**src/websocket_frame_deframer_assert.svh**
```systemverilog
// ============================================================================
// WebSocket frame deframer: assertion macros
// Concurrent assertion helpers, clocked on aclk; they compile to nothing when
// NO_ASSERTIONS is defined.
// ============================================================================
`ifndef WEBSOCKET_FRAME_DEFRAMER_ASSERT_SVH
`define WEBSOCKET_FRAME_DEFRAMER_ASSERT_SVH

`ifndef NO_ASSERTIONS

// Checked only while the block is out of reset.
`define WSFD_ASSERT(lbl, prop, msg) \
    lbl: assert property (@(posedge aclk) disable iff (!aresetn) prop) else $error(msg);

// Checked at every edge, reset included.
`define WSFD_ASSERT_ALWAYS(lbl, prop, msg) \
    lbl: assert property (@(posedge aclk) prop) else $error(msg);

`else

`define WSFD_ASSERT(lbl, prop, msg)
`define WSFD_ASSERT_ALWAYS(lbl, prop, msg)

`endif

`endif

```
**src/wsfd_pkg.sv**
```systemverilog
// ============================================================================
// WebSocket frame deframer: shared package
// Phase encoding, header constants and the structs passed between modules.
// ============================================================================
package wsfd_pkg;

    typedef enum logic [1:0] {
        PH_HDR0,
        PH_HDR1,
        PH_EXT,
        PH_PAYLOAD
    } phase_t;

    localparam logic [3:0] OPCODE_MASK = 4'hF;
    localparam logic [6:0] LEN7_MASK   = 7'h7F;
    localparam logic [6:0] LEN_EXT16   = 7'd126;
    localparam logic [6:0] LEN_EXT64   = 7'd127;
    localparam logic [6:0] LEN_EMPTY   = 7'd0;
    localparam logic [3:0] EXT16_BYTES = 4'd2;
    localparam logic [3:0] EXT64_BYTES = 4'd8;

    // One payload beat on its way to the output register.
    typedef struct packed {
        logic [7:0] payload;
        logic [3:0] opcode;
        logic       last;
    } result_t;

    // Parser status seen by the top level.
    typedef struct packed {
        logic in_hdr0;
        logic result_valid;
        logic count_zero;
    } parser_stat_t;

endpackage

```
**src/wsfd_parser.sv**
```systemverilog
// ============================================================================
// WebSocket frame deframer: header parser
// Holds the frame phase, opcode and payload count, and works out the result
// for the byte in the input register in a single pass.
// ============================================================================
module wsfd_parser import wsfd_pkg::*; (
    input  logic         aclk,
    input  logic         aresetn,
    input  logic         step,
    input  logic [7:0]   byte_in,
    output result_t      result,
    output parser_stat_t stat
);

    phase_t      phase_reg, phase_next;
    logic [3:0]  opcode_reg, opcode_next;
    logic [3:0]  ext_left_reg, ext_left_next;
    logic [63:0] count_reg, count_next;

    logic [6:0]  len7;
    logic [63:0] ext_count;
    logic [63:0] count_after;
    logic        count_zero;

    assign len7        = byte_in[6:0] & LEN7_MASK;
    assign ext_count   = {count_reg[55:0], byte_in};
    assign count_zero  = (count_reg == 64'd0);
    assign count_after = count_zero ? 64'd0 : count_reg - 64'd1;

    // Next phase.
    always_comb begin
        phase_next = phase_reg;
        if (step) begin
            unique case (phase_reg)
                PH_HDR0: begin
                    phase_next = PH_HDR1;
                end
                PH_HDR1: begin
                    if (len7 == LEN_EXT16 || len7 == LEN_EXT64) begin
                        phase_next = PH_EXT;
                    end else if (len7 == LEN_EMPTY) begin
                        phase_next = PH_HDR0;
                    end else begin
                        phase_next = PH_PAYLOAD;
                    end
                end
                PH_EXT: begin
                    if (ext_left_reg == 4'd1) begin
                        phase_next = (ext_count == 64'd0) ? PH_HDR0 : PH_PAYLOAD;
                    end
                end
                PH_PAYLOAD: begin
                    if (count_after == 64'd0) begin
                        phase_next = PH_HDR0;
                    end
                end
                default: begin
                    phase_next = PH_HDR0;
                end
            endcase
        end
    end

    // Counters, opcode and result.
    always_comb begin
        opcode_next   = opcode_reg;
        ext_left_next = ext_left_reg;
        count_next    = count_reg;
        if (step) begin
            unique case (phase_reg)
                PH_HDR0: begin
                    opcode_next = byte_in[3:0] & OPCODE_MASK;
                end
                PH_HDR1: begin
                    if (len7 == LEN_EXT16) begin
                        ext_left_next = EXT16_BYTES;
                        count_next    = 64'd0;
                    end else if (len7 == LEN_EXT64) begin
                        ext_left_next = EXT64_BYTES;
                        count_next    = 64'd0;
                    end else begin
                        count_next    = {57'd0, len7};
                    end
                end
                PH_EXT: begin
                    count_next    = ext_count;
                    ext_left_next = ext_left_reg - 4'd1;
                end
                PH_PAYLOAD: begin
                    count_next = count_after;
                end
                default: begin
                    count_next = count_reg;
                end
            endcase
        end
    end

    assign result.payload = byte_in;
    assign result.opcode  = opcode_reg;
    assign result.last    = (count_reg[63:1] == 63'd0);

    assign stat.in_hdr0      = (phase_reg == PH_HDR0);
    assign stat.result_valid = (phase_reg == PH_PAYLOAD);
    assign stat.count_zero   = count_zero;

    always_ff @(posedge aclk) begin
        if (!aresetn) begin
            phase_reg    <= PH_HDR0;
            opcode_reg   <= 4'd0;
            ext_left_reg <= 4'd0;
            count_reg    <= 64'd0;
        end else begin
            phase_reg    <= phase_next;
            opcode_reg   <= opcode_next;
            ext_left_reg <= ext_left_next;
            count_reg    <= count_next;
        end
    end

endmodule

```
**src/wsfd_out_reg.sv**
```systemverilog
// ============================================================================
// WebSocket frame deframer: output register
// Holds one result beat for the master side until it is taken.
// ============================================================================
module wsfd_out_reg import wsfd_pkg::*; (
    input  logic       aclk,
    input  logic       aresetn,
    input  logic       load,
    input  result_t    result,
    output logic       out_free,
    output logic       m_tvalid,
    input  logic       m_tready,
    output logic [7:0] m_tdata,
    output logic [3:0] m_tuser,
    output logic       m_tlast
);

    logic    valid_reg, valid_next;
    result_t data_reg;

    assign out_free   = !valid_reg || m_tready;
    assign valid_next = load || (valid_reg && !m_tready);

    always_ff @(posedge aclk) begin
        if (!aresetn) begin
            valid_reg <= 1'b0;
        end else begin
            valid_reg <= valid_next;
        end
    end

    always_ff @(posedge aclk) begin
        if (load) begin
            data_reg <= result;
        end
    end

    assign m_tvalid = valid_reg;
    assign m_tdata  = data_reg.payload;
    assign m_tuser  = data_reg.opcode;
    assign m_tlast  = data_reg.last;

endmodule

```
**src/websocket_frame_deframer.sv**
```systemverilog
// ============================================================================
// WebSocket frame deframer
// Splits a server-to-client WebSocket byte stream into frame payload beats.
// ============================================================================
// The slave side takes the link stream one byte per beat on s_tdata. Header
// byte 0 supplies the opcode (its low nibble), header byte 1 a seven-bit
// length, followed by two or eight big-endian extended length bytes where the
// length code asks for them. Header bytes produce nothing on the master side.
// Every payload byte leaves as one master beat: the byte on m_tdata, the
// frame's opcode on m_tuser, and m_tlast high on the frame's final byte.
// Frames of zero length produce no beats at all. FIN, RSV and mask bits are
// ignored and the payload is passed on unmasked.
// Each accepted byte sits in an input register while the parser works on it,
// and a resulting beat is loaded into the output register at the end of the
// cycle in which the byte is consumed; m_tvalid rises once it is registered.
// One byte is taken per cycle while s_tready is high; the rate is set by the
// single parser pass between the input and output registers. While the
// master side stalls, header bytes keep flowing, and a payload byte waits in
// the input register, so s_tready drops only when both registers hold a beat.
// A synchronous reset (aresetn low) returns the parser to waiting for header
// byte 0 and empties both registers.
// ============================================================================
module websocket_frame_deframer import wsfd_pkg::*; (
    input  logic       aclk,
    input  logic       aresetn,
    input  logic       s_tvalid,
    output logic       s_tready,
    input  logic [7:0] s_tdata,   // [7:0] stream_byte
    output logic       m_tvalid,
    input  logic       m_tready,
    output logic [7:0] m_tdata,   // [7:0] payload_byte
    output logic [3:0] m_tuser,   // [3:0] frame_opcode
    output logic       m_tlast    // last_of_frame
);

`include "websocket_frame_deframer_assert.svh"

    logic         in_valid_reg, in_valid_next;
    logic [7:0]   in_byte_reg;
    logic         in_take;
    logic         consume;
    logic         out_free;
    logic         out_load;
    result_t      result;
    parser_stat_t stat;

    // A held byte moves on once its result, if any, has room downstream.
    assign consume  = in_valid_reg && (!stat.result_valid || out_free);
    assign out_load = consume && stat.result_valid;

    assign s_tready      = !in_valid_reg || consume;
    assign in_take       = s_tvalid && s_tready;
    assign in_valid_next = in_take || (in_valid_reg && !consume);

    always_ff @(posedge aclk) begin
        if (!aresetn) begin
            in_valid_reg <= 1'b0;
        end else begin
            in_valid_reg <= in_valid_next;
        end
    end

    always_ff @(posedge aclk) begin
        if (in_take) begin
            in_byte_reg <= s_tdata;
        end
    end

    wsfd_parser u_parser (
        .aclk    (aclk),
        .aresetn (aresetn),
        .step    (consume),
        .byte_in (in_byte_reg),
        .result  (result),
        .stat    (stat)
    );

    wsfd_out_reg u_out_reg (
        .aclk     (aclk),
        .aresetn  (aresetn),
        .load     (out_load),
        .result   (result),
        .out_free (out_free),
        .m_tvalid (m_tvalid),
        .m_tready (m_tready),
        .m_tdata  (m_tdata),
        .m_tuser  (m_tuser),
        .m_tlast  (m_tlast)
    );

    // The payload phase is only entered with bytes still owed.
    `WSFD_ASSERT(a_payload_count_live, stat.result_valid |-> !stat.count_zero, "payload phase with zero count")

    // The final byte of a frame sends the parser back to header byte 0.
    `WSFD_ASSERT(a_last_ends_frame, (out_load && result.last) |=> stat.in_hdr0, "frame did not end after last byte")

    // A held byte that is not consumed is never dropped.
    `WSFD_ASSERT(a_in_hold, (in_valid_reg && !consume) |=> (in_valid_reg && $stable(in_byte_reg)), "input byte lost while stalled")

    // Nothing is loaded into the output register while it holds a beat that is not being taken.
    `WSFD_ASSERT_ALWAYS(a_no_overwrite, (m_tvalid && !m_tready) |-> !out_load, "output beat overwritten")

endmodule
```
**config.mk**
```make
export PLATFORM = sky130hd
export DESIGN_NAME = websocket_frame_deframer
export DESIGN_NICKNAME = d
export VERILOG_FILES = /design/src/wsfd_pkg.sv /design/src/wsfd_parser.sv /design/src/wsfd_out_reg.sv /design/src/websocket_frame_deframer.sv
export VERILOG_INCLUDE_DIRS = /design/src /design/src/src
export SDC_FILE = /design/constraint.sdc
export NUM_CORES = 1
export LEC_CHECK = 0
export ABC_AREA = 1
export BUFFER_PORTS_ARGS = -buffer_cell sky130_fd_sc_hd__clkbuf_2
export CORE_MARGIN = 4
export CORE_UTILIZATION = 50
export CTS_BUF_LIST = sky130_fd_sc_hd__clkbuf_2
export CTS_CLUSTER_SIZE = 12
export DETAILED_ROUTE_END_ITERATION = 10
export PLACE_DENSITY_LB_ADDON = 0.08
export SYNTH_ARGS = -nofsm -noshare
export SYNTH_HDL_FRONTEND = slang
export SYNTH_SLANG_ARGS = --single-unit
```
**constraint.sdc**
```tcl
create_clock -name aclk -period 2.5 [get_ports aclk]
set_input_delay 0.375 -clock aclk [delete_from_list [all_inputs] [get_ports aclk]]
set_output_delay 0.375 -clock aclk [all_outputs]
set_load 0.03 [all_outputs]
```
==> results.py, run 1 <==
metrics = {
    "yosys": {
        "yosysUniqueCellTypes": 34,
        "synth_top_cell_by_area": "dfxtp_1",
        "ys_warn_count": 0,
        "synth_seq_cells": 97,
        "synth_top_area_frac": 0.221,
        "avgSynthCellArea_um2": 6.48,
        "synth_area_um2": 6870,
        "synth.yosys.seq_area_share": 0.313,
        "ys_top_cells_by_area": "dfxtp_1 22%, nand2_1 13%, edfxtp_1 9.2%, nor2_1 8.7%, nand3_1 7.6%",
        "netlist_instances": 1060,
        "synthesis.nets": 1081,
    },
    "timing": {
        "maxSlewViolCount": 0,
        "fin_worst_skew_ns": 0.0485,
        "setup_viol": 2,
        "fin_crit_sh": 1.05,
        "tightest_slew_ns": 0.526,
        "max_slew_margin": 0.649,
        "final_hold_viol_count": 0,
        "grt_setup_unrepaired": "true",
        "fmax_mhz": 380,
        "fin_crit_ns": 2.63,
        "timing.final.ws_setup_ns": -0.133,
    },
    "placement": {
        "numPortBuffers": 26,
        "dp_hpwl_mm": 19.0,
        "place_congestion": 0.957,
        "place_ws_ns": -0.0802,
    },
    "clock_tree": {
        "path_clk_slew_ns": 0.35,
        "cts.sinks": 97,
        "htreeDepth": 3,
        "cts_buffer_depth": 2,
        "numCtsBuffers": 9,
        "clock_latency_ns": 0.69,
        "ctsRootBufferMaster": "clkbuf_2",
        "cts_tree": "yes",
    },
    "routing": {
        "drt_iter0_drc": 1224,
        "first_pass_iters": 6,
        "wl_per_cell_um": 19.0,
        "drc": 0,
        "vias": 8653,
        "wirelength_mm": 27.5,
        "ant_nets": 0,
        "drt-vias-per-instance": 5.97,
    },
    "worst_setup_path": {
        "worstSetupEndpoint": "u_parser.phase_reg[0]$_SDFFE_PN0P_",
        "reg2reg_slack_ns": -0.13,
        "reg2regPathDepth": 21,
        "crit_type": "register to register",
        "r2r_start": "u_parser.count_reg[0]$_SDFFE_PN0P_",
        "cp.required_ns": 3.14,
        "arrival_ns": 3.28,
        "end_kind": "register",
        "startpoint": "u_parser.count_reg[0]$_SDFFE_PN0P_",
        "reg2reg_to": "u_parser.phase_reg[0]$_SDFFE_PN0P_",
        "cp_max_fo": 5,
        "critPathLaunchType": "register",
    },
    "final_layout": {
        "final_cell_mix": "223 x nand2_1, 189 x buf_4, 101 x nand3_1",
        "largest_reg_flops": 64,
        "final_common_cell": "nand2_1",
        "layout.nets": 1288,
        "n_fill_cell": 1132,
        "drive_above_1_share": 0.338,
        "seqCellArea_um2": 2220,
        "syn2layout_area_growth_pct": 38.0,
        "multi_input_area_um2": 4540,
    },
    "power_and_ir_drop": {
        "p_int_mw": 3.16,
        "swShare": 0.462,
        "pwr-share-clk": 0.143,
        "p_switching_mw": 2.72,
        "p_seq_frac": 0.303,
        "finalPower_mw": 5.88,
        "p_leak_nw": 4.51,
        "p_comb_frac": 0.554,
        "ir_drop_uv": 312,
        "p_per_area_nw_per_um2": 620,
    },
    "global_routing": {
        "grt_pass1_wl_mm": 40.1,
        "antenna_found_initial": 2,
        "grt_pass1_vias": 7667,
        "grt_max_degree": 68,
        "grt_usage": 0.320,
        "overflow": 0,
    },
    "floorplan": {
        "die_x_um": 125,
        "initial_core_util": 0.515,
        "core_um2": 13300,
        "ios": 27,
        "fp-row-count": 42,
        "die_h_um": 125,
        "die_area_um2": 15700,
    },
    "run_status": {
        "outcome": "finished with violations",
        "violations": "negative setup slack",
    },
    "worst_hold_path": {
        "hp-class": "input pin to register",
    },
    "job": {
        "max_cap_viol_count": 0,
    },
}
-- metrics by stage --
step	setup TNS, ns	std cells	instance area, µm²	hold WS (ns)	util
final	-0.250	1450	9480	0.123	0.710
after global routing	-0.449	1449	9480	0.0856	0.710
after CTS	-0.00221	1428	8850	0.116	0.663
after detailed placement	-0.144	1395	8450	0.423	0.633
after global placement	-0.214	1395	8450	0.415	0.633
after floorplan	0	1060	6870	0.409	-
-- worst max-delay path: stages, from the launching register on --
cell,delay [ns]
dfxtp_2,0.41
inv_2,0.12
buf_4,0.14
nand3_2,0.14
nor2_2,0.18
nand2_2,0.12
buf_12,0.15
nor2_4,0.12
nand2_1,0.09
nand3_1,0.11
nand2_1,0.05
inv_1,0.05
nand2_1,0.07
nor2_2,0.11
nand2_1,0.08
nor2_2,0.17
nand3_1,0.10
nand2_1,0.10
nand2_2,0.08
nand2_1,0.06
nand2_1,0.05
nor2_1,0.10
-- power by group through the flow --
| stage | clock, mW | sequential [mW] | combinational [mW] |
|---|---|---|---|
| global route | 0.912 | 1.79 | 3.49 |
| finish | 0.841 | 1.78 | 3.26 |
| global placement | 0 | 1.79 | 2.72 |
| detailed placement | 0 | 1.79 | 2.72 |
| floorplan | 0 | 1.79 | 1.54 |
| CTS | 0.834 | 1.76 | 2.83 |
-- synth_stat cells --
library cell  number
ha_1               9
nand2_2           11
nand3_1          105
a211oi_1           1
inv_1             95
nor2_2            19
edfxtp_1          21
nor3_1             5
dfxtp_1           76
o221ai_1           1
buf_4              2
clkbuf_1          31
xor2_1            15
buf_1              8
a31oi_1            3
inv_2              5
nand2_1          243
o21bai_1           1
nand4_1           47
nand3b_1           5
a221oi_1          56
buf_6              3
nor2_1           159
clkinv_1           3
nor2_4             7
nand3b_4           1
and2_1             3
o21ai_1            9
a21oi_1           82
o21ai_0           27
buf_2              2
nor4_1             2
nand2_4            1
nor2_8             2
-- how the worst min path moves through the flow --
stage | endpoint | startpoint | slack (ns) | depth (start not counted)
after global routing | u_parser.phase_reg[0]$_SDFFE_PN0P_ | aresetn | 0.09 | 3
final | u_parser.phase_reg[1]$_SDFFE_PN0P_ | aresetn | 0.12 | 3
after CTS | u_parser.phase_reg[1]$_SDFFE_PN0P_ | aresetn | 0.12 | 3
after detailed placement | u_out_reg.m_tuser[0]$_DFFE_PP_ | u_parser.opcode_reg[0]$_SDFFE_PN0P_ | 0.42 | 0
after global placement | u_out_reg.m_tuser[3]$_DFFE_PP_ | u_parser.opcode_reg[3]$_SDFFE_PN0P_ | 0.41 | 0
after floorplan | u_out_reg.m_tuser[0]$_DFFE_PP_ | u_parser.opcode_reg[0]$_SDFFE_PN0P_ | 0.41 | 0
-- cell families after synthesis --
group           synth area share
buf+inv                   0.0861
flops                      0.313
compound gates             0.164
simple gates               0.402
fa+ha+maj                 0.0164
xor+xnor                  0.0191
-- timing repair --
item,CTS,global route
hold endpoints to repair,10,0
pin swaps,2,27
setup buffers,6,16
resized for setup,39,137
hold buffers,10,0
setup endpoints to repair,3,3
cloned,1,4
-- per-layer routing --
| layer | vias up | track usage | share of wire |
|---|---|---|---|
| met5 | - | 0 | 0 |
| met4 | 0 | 0.0957 | 0.025 |
| met3 | 59 | 0.0716 | 0.12 |
| met2 | 551 | 0.472 | 0.43 |
| met1 | 4007 | 0.469 | 0.42 |
| li1 | 4036 | - | - |
-- cell type report --
type	count	area share
clock inverters	7	0.00739
diodes	2	0.000528
well taps	176	0.0232
multi-input cells	814	0.478
repair buffers	242	0.210
inverters	103	0.0416
clock buffers	9	0.00475
flip-flops and latches	97	0.234
(Power assumes the default switching activity.)
==> run 2: changes to the inputs <==
- RECOVER_POWER: default -> 50
==> run 2 against run 1 <==
Compared with the run above:
- the run still ends with negative setup slack left
- clock power hardly changed
- final area is 0.18% lower
- combinational power hardly changed
- maximum frequency is 0.49% higher
- critical path depth stayed put
- cell count stayed put
- first-iteration DRC count is 0.33% lower
- worst hold slack worse by 0.0091 ns
- global-route usage stayed put
- sequential power hardly changed
- non-clock buffer count stayed put
- register-to-register slack hardly changed
- largest power group unchanged
==> results.py, run 2 (same netlist as run 1, synthesis figures left out) <==
metrics = {
    "worst_setup_path": {
        "cpMostUsedCell": "nand2_1",
        "path_buf_inv": 4,
        "cp_cell_sequence": "inv_2 > buf_4 > nand3_2 > nor2_2 > nand2_2 > buf_12 > nor2_4 > nand2_1 > nand3_1 > nand2_1 > inv_1 > nand2_1 > nor2_2 > nand2_1 > nor2_2 > nand3_1 > nand2_1 > nand2_2 > nand2_1 > nand2_1 > nor2_1",
        "r2r_start": "u_parser.count_reg[0]$_SDFFE_PN0P_",
        "critPathSlowestCell": "dfxtp_2",
        "cp.required_ns": 3.15,
        "reg2reg_to": "u_parser.phase_reg[0]$_SDFFE_PN0P_",
        "crit_family": "simple AND/OR/NAND/NOR gates",
        "slowest_delay_ns": 0.41,
        "cp_num_cells": 21,
        "critPathLaunchType": "register",
        "startpoint": "u_parser.count_reg[0]$_SDFFE_PN0P_",
        "cp_max_fo": 5,
        "crit_type": "register to register",
        "worstSetupEndpoint": "u_parser.phase_reg[0]$_SDFFE_PN0P_",
        "arrival_ns": 3.27,
        "end_kind": "register",
        "reg2reg_slack_ns": -0.12,
        "reg2regPathDepth": 21,
    },
    "final_layout": {
        "n_fill_cell": 1143,
        "seqCellArea_um2": 2220,
        "drive_above_1_share": 0.327,
        "largest_reg_flops": 64,
        "syn2layout_area_growth_pct": 37.7,
        "layout.nets": 1288,
        "utilization": 0.709,
        "final_cell_mix": "223 x nand2_1, 189 x buf_4, 101 x nand3_1",
        "multi_input_area_um2": 4540,
        "final_common_cell": "nand2_1",
    },
    "timing": {
        "fmax_mhz": 382,
        "fin_crit_sh": 1.05,
        "setup_viol": 3,
        "max_slew_margin": 0.647,
        "fin_crit_ns": 2.62,
        "grt_setup_unrepaired": "true",
        "tightest_slew_ns": 0.530,
        "fin_worst_skew_ns": 0.0615,
        "maxSlewViolCount": 0,
        "tns_ns": -0.227,
        "final_hold_viol_count": 0,
        "timing.final.ws_setup_ns": -0.120,
    },
    "placement": {
        "place_congestion": 0.957,
        "dp_hpwl_mm": 19.0,
        "numPortBuffers": 26,
    },
    "routing": {
        "first_pass_iters": 7,
        "drc": 0,
        "wl_met2_mm": 11.9,
        "drt-vias-per-instance": 5.94,
        "wl_met1_mm": 11.6,
        "wl_per_cell_um": 19.0,
        "drt_iter0_drc": 1220,
        "ant_nets": 0,
        "met3_length_mm": 3.36,
        "wirelength_mm": 27.6,
        "top_layer": "met4",
        "vias": 8609,
    },
    "clock_tree": {
        "cts_buffer_depth": 2,
        "cts.sinks": 97,
        "numCtsBuffers": 9,
        "ctsRootBufferMaster": "clkbuf_2",
        "cts_tree": "yes",
        "path_clk_slew_ns": 0.35,
        "htreeDepth": 3,
        "clock_latency_ns": 0.70,
    },
    "global_routing": {
        "grt_usage": 0.320,
        "grt_max_degree": 68,
        "grt_pass1_vias": 7667,
        "overflow": 0,
        "antenna_found_initial": 2,
        "grt_pass1_wl_mm": 40.1,
    },
    "power_and_ir_drop": {
        "p_leak_nw": 4.47,
        "ir_drop_uv": 312,
        "finalPower_mw": 5.88,
        "p_per_area_nw_per_um2": 621,
    },
    "floorplan": {
        "die_x_um": 125,
        "fp-row-count": 42,
        "initial_core_util": 0.515,
        "die_area_um2": 15700,
        "ios": 27,
        "core_um2": 13300,
        "die_h_um": 125,
    },
    "run_status": {
        "violations": "negative setup slack",
        "outcome": "finished with violations",
    },
    "job": {
        "max_cap_viol_count": 0,
    },
    "worst_hold_path": {
        "hp-class": "input pin to register",
    },
}
-- run 2: worst register-to-register path, cell delays in order (launching register included) --
cell     delay, ns
dfxtp_2       0.41
inv_2         0.12
buf_4         0.14
nand3_2       0.14
nor2_2        0.18
nand2_2       0.12
buf_12        0.15
nor2_4        0.12
nand2_1       0.09
nand3_1       0.11
nand2_1       0.05
inv_1         0.05
nand2_1       0.07
nor2_2        0.11
nand2_1       0.08
nor2_2        0.17
nand3_1       0.10
nand2_1       0.10
nand2_2       0.08
nand2_1       0.06
nand2_1       0.05
nor2_1        0.10
-- run 2: report_power, final --
group / total, mW / switching, mW / internal, mW
clock: 0.840 / 0.672 / 0.168
sequential: 1.78 / 0.0905 / 1.69
combinational: 3.26 / 1.96 / 1.30
-- run 2: layer usage --
| metal | vias up | track usage |
|---|---|---|
| met5 | - | 0 |
| met4 | 0 | 0.0957 |
| met3 | 55 | 0.0716 |
| met2 | 534 | 0.472 |
| met1 | 3986 | 0.469 |
| li1 | 4034 | - |
-- run 2: what timing repair did --
item / 4_1_cts / 5_1_grt
hold endpoints to repair: 10 / 0
endpoints found under the setup margin: 3 / 3
pin swaps: 2 / 27
gates resized for setup: 39 / 137
hold buffers: 10 / 0
buffers inserted: 6 / 16
cloned: 1 / 4
-- run 2: per-stage QoR --
stage | instance area, µm² | hold slack (ns) | worst slack (ns) | std cells
global placement | 8450 | 0.415 | -0.109 | 1395
detailed placement | 8450 | 0.423 | -0.0802 | 1395
floorplan | 6870 | 0.409 | 0.315 | 1060
CTS | 8850 | 0.116 | -0.00221 | 1428
global route | 9460 | 0.0856 | -0.201 | 1449
finish | 9470 | 0.114 | -0.120 | 1450
-- run 2: worst min path at each step --
stage                                   startpoint                                 end  depth (start not counted)
4_1_cts                                    aresetn  u_parser.phase_reg[1]$_SDFFE_PN0P_                          3
5_1_grt                                    aresetn  u_parser.phase_reg[0]$_SDFFE_PN0P_                          3
6_report                                   aresetn  u_parser.phase_reg[1]$_SDFFE_PN0P_                          3
2_1_floorplan  u_parser.opcode_reg[0]$_SDFFE_PN0P_      u_out_reg.m_tuser[0]$_DFFE_PP_                          0
3_3_place_gp   u_parser.opcode_reg[3]$_SDFFE_PN0P_      u_out_reg.m_tuser[3]$_DFFE_PP_                          0
3_5_place_dp   u_parser.opcode_reg[0]$_SDFFE_PN0P_      u_out_reg.m_tuser[0]$_DFFE_PP_                          0
-- run 2: final cells by class --
class	instances	area share
sequential	97	0.234
antenna	2	0.000529
timing repair buffer	242	0.209
clock buffer	9	0.00476
tap	176	0.0233
clock inverter	7	0.00740
multi-input combinational	814	0.479
inverter	103	0.0416
==> run 3: changes to the inputs <==
- REMOVE_ABC_BUFFERS: default -> 1
- clock period: 2.5 -> 2.8 ns (I/O delays scaled with it)
==> run 3 against run 2 <==
Compared with the run above:
- wire length fell by 13%
- the flow now finishes without violations
- final area fell by 16%
- critical path depth fell by 2
- cell count fell by 9.7%
- highest routed layer unchanged
- combinational power fell by 32%
- power fell by 22%
- flip-flop and latch count did not move
==> results.py, run 3 (same netlist as run 1, synthesis figures left out) <==
metrics = {
    "run_status": {
        "outcome": "completed",
    },
    "global_routing": {
        "grt_usage": 0.296,
        "overflow": 0,
        "grt_max_degree": 74,
        "antenna_found_initial": 0,
        "grt_pass1_vias": 6790,
        "grt_pass1_wl_mm": 36.9,
    },
    "timing": {
        "tns_ns": 0,
        "maxSlewViolCount": 0,
        "fin_worst_skew_ns": 0.0387,
        "setup_viol": 0,
        "max_slew_margin": 0.465,
        "fin_crit_sh": 0.956,
        "fmax_mhz": 374,
        "fin_crit_ns": 2.68,
        "hold_slack_ns": 0.166,
        "tightest_slew_ns": 0.800,
        "final_hold_viol_count": 0,
    },
    "worst_setup_path": {
        "path_buf_inv": 2,
        "crit_family": "simple AND/OR/NAND/NOR gates",
        "cpMostUsedCell": "nand2_1",
        "reg2reg_slack_ns": 0.12,
        "critPathLaunchType": "register",
        "crit_type": "register to register",
        "arrival_ns": 3.34,
        "end_kind": "register",
        "cp_max_fo": 6,
        "cp.required_ns": 3.47,
        "slowest_delay_ns": 0.41,
        "cp_cell_sequence": "inv_2 > ha_2 > nand2_2 > nor2_4 > nand2_2 > buf_4 > nor2_2 > nand3_1 > nand3_1 > nand2_1 > nor2_4 > nand2_1 > nor2_2 > nand3_1 > nand2_1 > nand2_2 > nand2_1 > nand2_1 > nor2_1",
        "critPathSlowestCell": "dfxtp_2",
    },
    "routing": {
        "wl_per_cell_um": 18.3,
        "wirelength_mm": 24.0,
        "first_pass_iters": 6,
        "vias": 7870,
        "drc": 0,
        "drt_iter0_drc": 1239,
        "drt-vias-per-instance": 6.01,
        "ant_nets": 0,
    },
    "placement": {
        "place_congestion": 1.01,
        "dp_hpwl_mm": 17.8,
        "numPortBuffers": 26,
    },
    "final_layout": {
        "drive_above_1_share": 0.177,
        "final_cell_mix": "239 x nand2_1, 129 x nor2_1, 103 x nand3_1",
        "final_common_cell": "nand2_1",
        "largest_reg_flops": 64,
        "syn2layout_area_growth_pct": 16.3,
        "antenna_cells": 0,
        "layout.nets": 1150,
        "utilization": 0.599,
    },
    "floorplan": {
        "core_um2": 13300,
        "fp-row-count": 42,
        "die_x_um": 125,
        "initial_core_util": 0.515,
        "ios": 27,
        "die_h_um": 125,
        "die_area_um2": 15700,
    },
    "clock_tree": {
        "cts_buffer_depth": 2,
        "clock_latency_ns": 0.69,
        "cts.sinks": 97,
        "htreeDepth": 3,
        "path_clk_slew_ns": 0.34,
        "cts_tree": "yes",
        "numCtsBuffers": 9,
        "ctsRootBufferMaster": "clkbuf_2",
    },
    "power_and_ir_drop": {
        "p_leak_nw": 3.67,
        "ir_drop_uv": 272,
        "p_per_area_nw_per_um2": 572,
        "finalPower_mw": 4.58,
    },
    "job": {
        "max_cap_viol_count": 0,
    },
    "worst_hold_path": {
        "hp-class": "input pin to register",
    },
}
## run 3: final timing paths
path | start | endpoint | cells past startpoint
hold reg to reg | u_parser.opcode_reg[3]$_SDFFE_PN0P_ | u_parser.opcode_reg[3]$_SDFFE_PN0P_ | 2
setup / recovery | u_parser.count_reg[0]$_SDFFE_PN0P_ | u_parser.phase_reg[0]$_SDFFE_PN0P_ | 19
setup reg to reg | u_parser.count_reg[0]$_SDFFE_PN0P_ | u_parser.phase_reg[0]$_SDFFE_PN0P_ | 19
hold / removal | aresetn | u_out_reg.m_tvalid$_SDFF_PN0_ | 3
## run 3: worst min-delay path, stage by stage
cell      delay [ns]
clkbuf_2        0.27
nand2_1         0.15
inv_1           0.03
## run 3: per-layer routing
metal | GRT usage | vias up | part of all wire
met5 | 0 | - | 0
met4 | 0.0657 | 0 | 0.018
met3 | 0.0520 | 39 | 0.11
met2 | 0.407 | 445 | 0.41
met1 | 0.474 | 3623 | 0.46
li1 | - | 3763 | -
## run 3: what timing repair did
item,4_1_cts,5_1_grt
hold buffers,9,1
setup endpoints to repair,3,3
endpoints found under the hold margin,9,1
gates resized for setup,8,65
pin swaps,0,5
setup buffers,1,2
## run 3: cell type report
cell class / instances / area, µm²
clock buffers: 9 / 45.0
inverters: 103 / 388
multi-input cells: 814 / 4280
clock inverters: 7 / 80.1
fillers: 1310 / 5350
repair buffers: 104 / 798
well taps: 176 / 220
flip-flops and latches: 97 / 2180
## run 3: stage by stage
stage	cells	setup WS (ns)	cell area, µm²
detailed placement	1281	-0.129	7570
floorplan	1014	-1.38	6670
global placement	1281	-0.185	7570
CTS	1307	0.0225	7820
global route	1310	-0.0159	7990
finish	1310	0.123	7990
## run 3: power breakdown
| part | total, mW | internal (mW) | switching, mW | leakage [nW] |
|---|---|---|---|---|
| clock network | 0.767 | 0.155 | 0.613 | 0.0725 |
| registers | 1.58 | 1.51 | 0.0716 | 0.818 |
| logic | 2.23 | 0.711 | 1.52 | 2.78 |
| total | 4.58 | 2.38 | 2.20 | 3.67 |
